**config.mk**
```make
export PLATFORM = sky130hd
export DESIGN_NAME = ray_box_nearest_hit_unit
export DESIGN_NICKNAME = d
export VERILOG_FILES = /design/src/hw/rtl/rbnh_pkg.sv /design/src/hw/rtl/rbnh_divider.sv /design/src/hw/rtl/ray_box_nearest_hit_unit.sv
export SDC_FILE = /design/constraint.sdc
export NUM_CORES = 2
export LEC_CHECK = 0
export BUFFER_PORTS_ARGS = -buffer_cell sky130_fd_sc_hd__clkbuf_2
export CAP_MARGIN = 10
export CORE_ASPECT_RATIO = 2
export CORE_MARGIN = 2
export CORE_UTILIZATION = 62
export DETAILED_ROUTE_END_ITERATION = 7
export PLACE_DENSITY = 0.88
export SYNTH_ARGS = -nofsm -noshare
export SYNTH_HDL_FRONTEND = slang
export SYNTH_SLANG_ARGS = --single-unit
```
**constraint.sdc**
```tcl
create_clock -name clk -period 12.7 [get_ports clk]
set_input_delay 0 -clock clk [delete_from_list [all_inputs] [get_ports clk]]
set_output_delay 0 -clock clk [all_outputs]
set_load 0.05 [all_outputs]
```
**src/hw/rtl/rbnh_pkg.sv**
```systemverilog
// ray box nearest hit: shared types, constants and register indexes
// no dependencies

package rbnh_pkg;

  localparam int unsigned MaxBoxesDefault = 1024;
  localparam int unsigned CfgIdxW = 3;
  localparam int unsigned CfgDataW = 32;
  localparam logic [30:0] MaxDistReset = 31'd262144;
  localparam logic [17:0] DirZReset = 18'sd65536;

  // numerator (bound - origin) << 16 fits in 50 bits signed
  localparam int unsigned NumW = 50;
  localparam int unsigned DenW = 18;
  localparam int unsigned QuoW = 50;
  localparam int unsigned CntW = 6;

  typedef enum logic [CfgIdxW-1:0] {
    REG_ORIGIN_X = 3'd0,
    REG_ORIGIN_Y = 3'd1,
    REG_ORIGIN_Z = 3'd2,
    REG_DIR_X = 3'd3,
    REG_DIR_Y = 3'd4,
    REG_DIR_Z = 3'd5,
    REG_MAX_DIST = 3'd6
  } cfg_reg_t;

  typedef struct packed {
    logic signed [31:0] center_x;
    logic signed [31:0] center_y;
    logic signed [31:0] center_z;
    logic [29:0] half_x;
    logic [29:0] half_y;
    logic [29:0] half_z;
    logic eligible;
    logic last_box;
  } box_req_t;

  typedef struct packed {
    logic hit;
    logic [9:0] hit_index;
    logic [30:0] hit_distance;
  } hit_rsp_t;

  typedef enum logic [2:0] {
    ST_IDLE,
    ST_SETUP,
    ST_DIV_START,
    ST_DIV_WAIT,
    ST_AXIS_DONE,
    ST_COMMIT,
    ST_OUT
  } ctrl_state_t;

  typedef struct packed {
    logic start;
    logic busy;
    logic done;
  } div_ctl_t;

endpackage

```
**src/hw/rtl/rbnh_divider.sv**
```systemverilog
// ray box nearest hit: bit-serial signed divider, one quotient bit per cycle
// uses rbnh_pkg

module rbnh_divider (
  input  logic clk,
  input  logic rst,
  input  logic start,
  input  logic signed [rbnh_pkg::NumW-1:0] num,
  input  logic signed [rbnh_pkg::DenW-1:0] den,
  output rbnh_pkg::div_ctl_t ctl,
  output logic signed [rbnh_pkg::QuoW-1:0] quo
);
  import rbnh_pkg::*;

  logic [NumW-1:0] rem_q;      // shifting dividend / quotient
  logic [DenW:0] part;         // partial remainder
  logic [DenW-1:0] dmag;
  logic neg;
  logic [CntW-1:0] cnt;
  logic busy;
  logic done;

  logic [DenW:0] trial;
  logic [DenW:0] shifted;

  always_comb begin
    shifted = {part[DenW-1:0], rem_q[NumW-1]};
    trial = shifted - {1'b0, dmag};
  end

  always_ff @(posedge clk) begin
    if (rst) begin
      busy <= 1'b0;
      done <= 1'b0;
      cnt <= '0;
    end else begin
      done <= 1'b0;
      if (start) begin
        busy <= 1'b1;
        cnt <= CntW'(NumW);
      end else if (busy) begin
        cnt <= cnt - 1'b1;
        if (cnt == CntW'(1)) begin
          busy <= 1'b0;
          done <= 1'b1;
        end
      end
    end
  end

  always_ff @(posedge clk) begin
    if (start) begin
      rem_q <= num[NumW-1] ? NumW'(-num) : num;
      dmag <= den[DenW-1] ? DenW'(-den) : den;
      neg <= num[NumW-1] ^ den[DenW-1];
      part <= '0;
    end else if (busy) begin
      if (!trial[DenW]) begin
        part <= trial;
        rem_q <= {rem_q[NumW-2:0], 1'b1};
      end else begin
        part <= shifted;
        rem_q <= {rem_q[NumW-2:0], 1'b0};
      end
    end
  end

  assign quo = neg ? -$signed(rem_q) : $signed(rem_q);
  assign ctl = '{start: start, busy: busy, done: done};

endmodule

```
**src/hw/rtl/ray_box_nearest_hit_unit.sv**
```systemverilog
// ray box nearest hit: top level with config registers, slab sequencer, best tracking
// uses rbnh_pkg and rbnh_divider
// sequence: each box runs SETUP, then per axis two serial divisions of 50 bits and an
// AXIS_DONE step, then COMMIT; an ineligible box goes from SETUP straight to COMMIT
// throughput: one box at a time, less time for a parallel axis (no division) or an
// early miss; rst is synchronous, restores config and search

module ray_box_nearest_hit_unit #(
  parameter int unsigned MAX_BOXES = rbnh_pkg::MaxBoxesDefault
) (
  input  logic clk,
  input  logic rst,
  input  logic cfg_we,
  input  logic [rbnh_pkg::CfgIdxW-1:0] cfg_index,
  input  logic [rbnh_pkg::CfgDataW-1:0] cfg_data,
  input  logic in_valid,
  output logic in_ready,
  input  rbnh_pkg::box_req_t in_data,
  output logic out_valid,
  input  logic out_ready,
  output rbnh_pkg::hit_rsp_t out_data
);
  import rbnh_pkg::*;

  localparam int unsigned BcW = (MAX_BOXES > 1) ? $clog2(MAX_BOXES) : 1;

  // config registers
  logic signed [31:0] origin [3];
  logic signed [17:0] dir [3];
  logic [30:0] max_distance;

  // search state
  logic signed [49:0] best_distance;
  logic [9:0] best_index;
  logic found;
  logic [BcW-1:0] box_count;

  ctrl_state_t state, state_next;
  box_req_t box;
  logic [1:0] axis;
  logic second;            // second bound of the axis in flight
  logic miss;
  logic signed [49:0] entry, exit_t, t_first;

  // divider hookup
  logic div_start;
  logic signed [NumW-1:0] div_num;
  div_ctl_t div_ctl;
  logic signed [QuoW-1:0] div_quo;

  rbnh_divider u_div (
    .clk(clk), .rst(rst), .start(div_start),
    .num(div_num), .den(dir[axis]), .ctl(div_ctl), .quo(div_quo)
  );

  // per-axis bound selection
  logic signed [33:0] c_ax, h_ax, o_ax, lo, hi;
  always_comb begin
    case (axis)
      2'd0: begin c_ax = 34'(box.center_x); h_ax = {4'd0, box.half_x}; end
      2'd1: begin c_ax = 34'(box.center_y); h_ax = {4'd0, box.half_y}; end
      default: begin c_ax = 34'(box.center_z); h_ax = {4'd0, box.half_z}; end
    endcase
    o_ax = 34'(origin[axis]);
    lo = c_ax - h_ax;
    hi = c_ax + h_ax;
    div_num = second ? {50'(hi - o_ax)} <<< 16 : {50'(lo - o_ax)} <<< 16;
  end

  logic parallel;
  assign parallel = (dir[axis] == '0);

  // next-state logic
  always_comb begin
    state_next = state;
    case (state)
      ST_IDLE: if (in_valid) state_next = ST_SETUP;
      ST_SETUP: state_next = box.eligible ? ST_DIV_START : ST_COMMIT;
      ST_DIV_START: state_next = parallel ? ST_AXIS_DONE : ST_DIV_WAIT;
      ST_DIV_WAIT: if (div_ctl.done) state_next = second ? ST_AXIS_DONE : ST_DIV_START;
      ST_AXIS_DONE: state_next = (miss || axis == 2'd2) ? ST_COMMIT : ST_DIV_START;
      ST_COMMIT: state_next = box.last_box ? ST_OUT : ST_IDLE;
      ST_OUT: if (out_ready) state_next = ST_IDLE;
      default: state_next = ST_IDLE;
    endcase
  end

  // outputs
  always_comb begin
    in_ready = (state == ST_IDLE);
    out_valid = (state == ST_OUT);
    div_start = (state == ST_DIV_START) && !parallel;
  end

  always_ff @(posedge clk) begin
    if (rst) state <= ST_IDLE;
    else state <= state_next;
  end

  // t ordering for the two bounds
  logic signed [49:0] t_near, t_far, entry_n, exit_n;
  always_comb begin
    t_near = (t_first > div_quo) ? div_quo : t_first;
    t_far = (t_first > div_quo) ? t_first : div_quo;
    entry_n = (t_near > entry) ? t_near : entry;
    exit_n = (t_far < exit_t) ? t_far : exit_t;
  end

  always_ff @(posedge clk) begin
    if (state == ST_IDLE && in_valid) box <= in_data;
    case (state)
      ST_SETUP: begin
        axis <= 2'd0;
        second <= 1'b0;
        miss <= 1'b0;
        entry <= '0;
        exit_t <= best_distance;
      end
      ST_DIV_START: if (parallel) begin
        miss <= (o_ax < lo) || (o_ax > hi);
      end
      ST_DIV_WAIT: if (div_ctl.done) begin
        if (!second) begin
          t_first <= div_quo;
          second <= 1'b1;
        end else begin
          entry <= entry_n;
          exit_t <= exit_n;
          miss <= entry_n > exit_n;
        end
      end
      ST_AXIS_DONE: begin
        axis <= axis + 2'd1;
        second <= 1'b0;
      end
      default: ;
    endcase
  end

  // config and search state
  always_ff @(posedge clk) begin
    if (rst) begin
      origin[0] <= '0; origin[1] <= '0; origin[2] <= '0;
      dir[0] <= '0; dir[1] <= '0; dir[2] <= DirZReset;
      max_distance <= MaxDistReset;
      best_distance <= 50'(MaxDistReset);
      best_index <= '0;
      found <= 1'b0;
      box_count <= '0;
    end else begin
      if (cfg_we) begin
        case (cfg_index)
          REG_ORIGIN_X: origin[0] <= cfg_data;
          REG_ORIGIN_Y: origin[1] <= cfg_data;
          REG_ORIGIN_Z: origin[2] <= cfg_data;
          REG_DIR_X: dir[0] <= cfg_data[17:0];
          REG_DIR_Y: dir[1] <= cfg_data[17:0];
          REG_DIR_Z: dir[2] <= cfg_data[17:0];
          REG_MAX_DIST: begin
            max_distance <= cfg_data[30:0];
            if (!found) best_distance <= 50'(cfg_data[30:0]);
          end
          default: ;
        endcase
      end
      if (state == ST_COMMIT) begin
        if (box.eligible && !miss) begin
          best_distance <= entry;
          best_index <= 10'(box_count);
          found <= 1'b1;
        end
        box_count <= (32'(box_count) == MAX_BOXES - 1) ? '0 : box_count + 1'b1;
      end
      if (state == ST_COMMIT && box.last_box) begin
        out_data.hit <= found || (box.eligible && !miss);
        out_data.hit_index <= (box.eligible && !miss) ? 10'(box_count)
                              : (found ? best_index : '0);
        out_data.hit_distance <= (box.eligible && !miss) ? entry[30:0]
                                 : (found ? best_distance[30:0] : '0);
      end
      if (state == ST_OUT && out_ready) begin
        best_distance <= 50'(max_distance);
        best_index <= '0;
        found <= 1'b0;
        box_count <= '0;
      end
    end
  end

`ifndef SYNTH
  a_one_side: assert property (@(posedge clk) disable iff (rst) !(in_ready && out_valid))
    else $error("input and output open together");
  a_div_idle: assert property (@(posedge clk) disable iff (rst) div_start |-> !div_ctl.busy)
    else $error("divider restarted while busy");
  a_out_hold: assert property (@(posedge clk) disable iff (rst)
    out_valid && !out_ready |=> out_valid && $stable(out_data))
    else $error("result dropped");
`endif

endmodule
```
Word level (Yosys, flattened, before mapping)

Memory sizes are Yosys's and may differ from the RTL's. A register that Yosys moved wholly into a read port is not among the register bits.
Index checks and enable logic that the tools add are counted.
Widths: inputs -> output; s select.

Register bits after elaboration: 584
Memory bits (writable): 150
Input port bits: 228
Output and inout port bits: 44
Word-level logic and storage cells: 201
Memories kept: 2

$add $sub $neg: 11
Order comparisons: 6
Equal/unequal tests: 21
Muxes and demuxes: 87
Bitwise operators: 10
Reductions and logical operators: 31

Memory list:

| name   | depth | width | rd ports | clocked after Yosys merged registers in | wr ports | RTL line                       | RTL |
|---|---|---|---|---|---|---|---|
| origin | 3     | 32    | 1        | 1                                       | 3        | ray_box_nearest_hit_unit.sv:28 | `logic signed [31:0] origin [3];` |
| dir    | 3     | 18    | 1        | 1                                       | 3        | ray_box_nearest_hit_unit.sv:29 | `logic signed [17:0] dir [3];` |

Operators by type and width:

| cell               | number |
|---|---|
| $mux 50            | 18 |
| $pmux 50 s2        | 2 |
| $gt 50x50->1       | 3 |
| $neg 50->50        | 2 |
| $mux 32            | 3 |
| $mux 31            | 3 |
| $mux 18            | 4 |
| $pmux 34 s2        | 1 |
| $sub 34x32->34     | 2 |
| $pmux 30 s2        | 1 |
| $lt 50x50->1       | 1 |
| $mux 1             | 35 |
| $add 34x31->34     | 1 |
| $gt 32x34->1       | 1 |
| $lt 32x34->1       | 1 |
| $sub 34x31->34     | 1 |
| $mux 10            | 3 |
| $mux 3             | 8 |
| $pmux 3 s7         | 1 |
| $sub 19x18->19     | 1 |
| $eq 3x3->1 const B | 6 |
| $logic_not 18->1   | 1 |
| $neg 18->18        | 1 |
| $mux 17            | 1 |
| other kinds (31)   | 65 |

Logic depth before layout (Yosys ltp)

Depth after elaboration: 10
Mapped depth: 51
Depth with buffers taken out: 47

Hierarchy

A second synthesis with hierarchy kept.

Cells, all modules: 4578
Area, all modules: 45351.0 µm²

Modules (own cells, without submodules):

| module                   | instances | cells each | area an instance (µm²) | sequential area each (µm²) |
|---|---|---|---|---|
| ray_box_nearest_hit_unit | 1         | 3785       | 38294.2                | 18177.4 |
| rbnh_divider             | 1         | 793        | 7056.8                 | 2592.5 |

Worst setup path before layout

Ideal clock, no wire load.

Path kind: register -> register
From: register u_div.rem_q[31]
To: register miss (data pin)
Library setup time: 0.266 ns
Arrival time: 10.234 ns
Required time: 12.434 ns
Setup slack: 2.200 ns
Cell stages (with the launch flop): 49
Buffers on the path: 6
Period minus slack after synthesis: 10.500 ns
Path through: edfxtp_1 or4_1 clkbuf_1 or3_1 or4_1 or2_2 or3_1 nand2b_1 o31ai_1 xor2_1 ha_1 and3_1 nand3_1 nor3_1 and3_1 o211a_1 a31oi_1 o211ai_1 [13 not listed] a21oi_1 o2bb2ai_1 nor4b_1 a211oi_2 clkbuf_1 buf_1 a21oi_1 ha_1 a21o_1 a21o_1 a21oi_1 nor2_1 a211oi_1 o221a_2 o21ai_0 o31a_1 o21ai_0 o211ai_1

Cells in the longest elaborated chain, start to end: 10
Elaborated cells between the ends (all ways): 13
Those cells by class: add/sub: 1; order compare: 4; mux: 8

Ends and longest elaborated chain:

| element                                      | RTL line                                                         | RTL |
|---|---|---|
| from (decl)                                  | rbnh_divider.sv:15                                               | `logic [NumW-1:0] rem_q;` |
| from (signal assigned)                       | rbnh_divider.sv:53                                               | `rem_q <= num[NumW-1] ? NumW'(-num) : num;` |
| from (signal assigned)                       | rbnh_divider.sv:60                                               | `rem_q <= {rem_q[NumW-2:0], 1'b1};` |
| from (signal assigned)                       | rbnh_divider.sv:63                                               | `rem_q <= {rem_q[NumW-2:0], 1'b0};` |
| $neg 50->50                                  | rbnh_divider.sv:68                                               | `assign quo = neg ? -$signed(rem_q) : $signed(rem_q);` |
| $mux 50 (*)                                  | rbnh_divider.sv:68                                               |  |
| $gt 50x50->1                                 | ray_box_nearest_hit_unit.sv:103, ray_box_nearest_hit_unit.sv:104 |  |
| $mux 50, on equally long branches            | ray_box_nearest_hit_unit.sv:103, ray_box_nearest_hit_unit.sv:104 |  |
| $gt 50x50->1 or $lt 50x50->1 (tied branches) | ray_box_nearest_hit_unit.sv:105, ray_box_nearest_hit_unit.sv:106 |  |
| $mux 50, on equally long branches            | ray_box_nearest_hit_unit.sv:105, ray_box_nearest_hit_unit.sv:106 |  |
| $gt 50x50->1 (*)                             | ray_box_nearest_hit_unit.sv:129                                  | `miss <= entry_n > exit_n;` |
| $mux 1 (*)                                   | ray_box_nearest_hit_unit.sv:123                                  | `if (!second) begin` |
| $mux 1 (*)                                   | ray_box_nearest_hit_unit.sv:122                                  | `ST_DIV_WAIT: if (div_ctl.done) begin` |
| $pmux 1 s3 (*)                               | ray_box_nearest_hit_unit.sv:111                                  | `case (state)` |
| to (signal assigned)                         | ray_box_nearest_hit_unit.sv:120                                  | `miss <= (o_ax < lo) \|\| (o_ax > hi);` |
| to (signal assigned)                         | ray_box_nearest_hit_unit.sv:129                                  |  |
| to (decl)                                    | ray_box_nearest_hit_unit.sv:42                                   | `logic miss;` |

Every way passes the cells marked *; elsewhere a longest branch is shown, timed or not. The select of a mux whose other input is x is not followed.
A chain may end at the register's enable or synchronous reset.

Worst setup path in the final report

From: register u_div.rem_q[5]
To: register miss (data pin)

Same word-level chain as after synthesis.

==> results.sh <==
export IMPL_synth_nets=5222
export IMPL_reg2reg_to="miss"
export IMPL_reg2reg_depth=42
export IMPL_maxCapViolCount=0
export IMPL_clock_path_buffers=3
export IMPL_synth_ff_type="edfxtp_1"
export IMPL_fin_util_pct=72.00
export IMPL_slowest_delay_ns=0.68
export IMPL_fin_crit_ns=12.00
export IMPL_cts_tree="done"
export IMPL_setup_tns_ns=0
export IMPL_stdcell_area_um2=51720
export IMPL_initial_core_util_pct=62.57
export IMPL_dpl_instance_area_um2=47180
export IMPL_yosysTopAreaCell="edfxtp_1"
export IMPL_cpMaxStageDelayCell="or4_1"
export IMPL_worstReg2RegStart="u_div.rem_q[5]"
export IMPL_layout_drive_gt1_share_pct=10.88
export IMPL_grtUsageMet1_pct=37.18
export IMPL_hp_class="in -> reg"
export IMPL_rows=139
export IMPL_cts_root_buf="clkbuf_16"
export IMPL_fin_hold_ws_ns=0.03261
export IMPL_core_area_um2=71830
export IMPL_critical_path_class="reg -> reg"
export IMPL_insertion_delay_ns=0.69
export IMPL_chipHeight_um=384.8
export IMPL_htreeDepth=2
export IMPL_area_growth_pct=15.08
export IMPL_grt_overflow_total=0
export IMPL_cts_clk_slew_worst_paths_ns=0.07
export IMPL_grt_max_degree=92
export IMPL_setup_worst_path_end_class="flop"
export IMPL_busiest_layer="met2"
export IMPL_rsz0062_at_grt="no"
export IMPL_firstDrtPassIters=8
export IMPL_yosysTopAreaCellShare_pct=40.29
export IMPL_grt_pass1_vias=38940
export IMPL_worstPathRequired_ns=13.11
export IMPL_ys_ff_latch=736
export IMPL_clock_skew_ns=0.02986
export IMPL_max_slew_margin_pct=12.07
export IMPL_maxSlewViolCount=0
export IMPL_regToRegSetupSlack_ns=0.70
export IMPL_yosysWarnings=0
export IMPL_clock_sinks=736
export IMPL_syn_area_per_cell_um2=9.685
export IMPL_drtIter0Drc=3089
export IMPL_synth_commonest_cells="edfxtp_1, nand2_1, a21oi_1"
export IMPL_die_w_um=194.4
export IMPL_dieArea_um2=74790
export IMPL_seq_area_frac_synth_pct=46.22
export IMPL_fmax_mhz=83.37
export IMPL_route_detailed_drc=10
export IMPL_violations="design-rule violations"
export IMPL_finalCritPeriodShare_pct=94.45
export IMPL_finalSetupViolCount=0
export IMPL_outcome="finished, violations left"
export IMPL_grt_use_met3_pct=6.692
export IMPL_worst_path_most_repeated_cell="o21ai_0"
export IMPL_arrival_ns=12.40
export IMPL_io_buffers=271
export IMPL_track_usage_pct=37.56
export IMPL_ios=272
export IMPL_syn_inst=4640
export IMPL_async_flop_share_pct=0
export IMPL_yosysUniqueCellTypes=88
export IMPL_routabilityCongestion=1.033
export IMPL_hold_path_cell_count=2
export IMPL_cp_buffers_inverters=2
export IMPL_crit_path_max_fanout=45
export IMPL_cts_buffers=61
export IMPL_cp_start_kind="flop"
export IMPL_synth_area_leaders="edfxtp_1, ha_1, dfxtp_1, a21oi_1, nand2_1"
export IMPL_num_nets_final=5629
export IMPL_hold_start="in_data[120]"
export IMPL_hold_end="box[120]"
export IMPL_postRouteWirelength_um=143600
export IMPL_via_per_inst=6.420
export IMPL_hold_viol=0
export IMPL_synth_edf_count=603
export IMPL_worst_pin_slew_ns=1.305
export IMPL_wl_per_cell_um=23.85
export IMPL_antenna_found_initial=10
export IMPL_vias=38670
export IMPL_path_delay_family="compound AO/OA/AOI/OAI gates"
export IMPL_grt_use_met2_pct=67.12
export IMPL_grt_pass1_wl_um=216300
export IMPL_synthesis_area_um2=44940
export IMPL_place_hpwl_um=97240
export IMPL_antenna_left=0
export IMPL_synth_most_common_cell="edfxtp_1"
repair_timing:
action | in CTS | in global routing
endpoints found under the hold margin | 452 | 0
buffers inserted | 0 | 2
setup endpoints to repair | 0 | 1
hold buffers | 232 | 0
gates resized for setup | 0 | 2
kinds of logic (layout without fill, tap and decap cells):
kind of cell	Yosys count	in the layout	synth area share [%]
XOR/XNOR	194	194	3.811
flip-flops	736	736	46.22
buffers and inverters	499	955	4.187
multiplexers	144	144	3.388
AO/OA/AOI/OAI	1249	1252	17.03
adder cells (fa/ha/maj)	355	355	9.964
other	0	8	0
AND/OR/NAND/NOR	1463	1463	15.40
metrics by stage:
| stage | setup WS (ns) | cells |
|---|---|---|
| 2_1_floorplan | 2.200 | 4640 |
| 3_3_place_gp | 1.103 | 5662 |
| 3_5_place_dp | 0.8876 | 5662 |
| 6_report | 0.7049 | 6023 |
| 4_1_cts | 0.8227 | 6009 |
| 5_1_grt | 0.01101 | 6021 |
how the worst max path moves through the flow:
stage,startpoint,to,slack (ns),cells after the start
after floorplan,u_div.rem_q[31],miss,2.20,48
after global placement,u_div.rem_q[5],miss,1.10,43
after CTS,u_div.rem_q[5],miss,0.82,41
final,u_div.rem_q[5],miss,0.70,42
after detailed placement,u_div.rem_q[3],miss,0.89,41
after global routing,u_div.rem_q[5],miss,0.01,42
final cells by class:
cell class | instances | area [µm²]
inverters | 277 | 1040
fillers | 4885 | 20110
multi-input cells | 3408 | 22440
clock buffers | 79 | 1760
repair buffers | 563 | 4164
flip-flops and latches | 736 | 20770
well taps | 916 | 1146
diodes | 8 | 20.02
clock inverters | 36 | 374.1
registers in the layout, summed over array words and instances (netlist names), 42 cells and up, named ones only:
register / count
best_distance: 50
entry: 50
out_data: 42
dir: 54
t_first: 50
origin: 96
u_div.rem_q: 50
box: 188
exit_t: 50
layout by cell type (no fill, tap or decap), types with 20 or more instances in the layout:
master	n
edfxtp_1	603
nand2_1	495
a21oi_1	414
nor2_1	354
ha_1	347
o21ai_0	330
inv_1	275
clkbuf_2	271
dlygate4sd3_1	232
a21o_1	133
dfxtp_1	130
and2_1	121
nand3_1	104
xnor2_1	102
xor2_1	91
mux2i_1	82
nor3_1	77
clkbuf_16	66
mux2_2	61
buf_4	56
nand4_1	55
a22oi_1	52
nor2b_1	45
nand2b_1	41
a211oi_1	35
o21a_1	34
and3_1	33
a22o_1	33
or3_1	29
o21bai_1	26
o31ai_1	26
a31oi_1	21
o211ai_1	20
routing by layer:
layer  vias up  share of wire, %
met3       730               7.3
met1     18130                32
met4         6                10
met5         -             0.024
li1      17610                 -
met2      2194                50
Power is not shown: default switching activity piles up to over one toggle a cycle in this logic, so the estimate is an artifact.
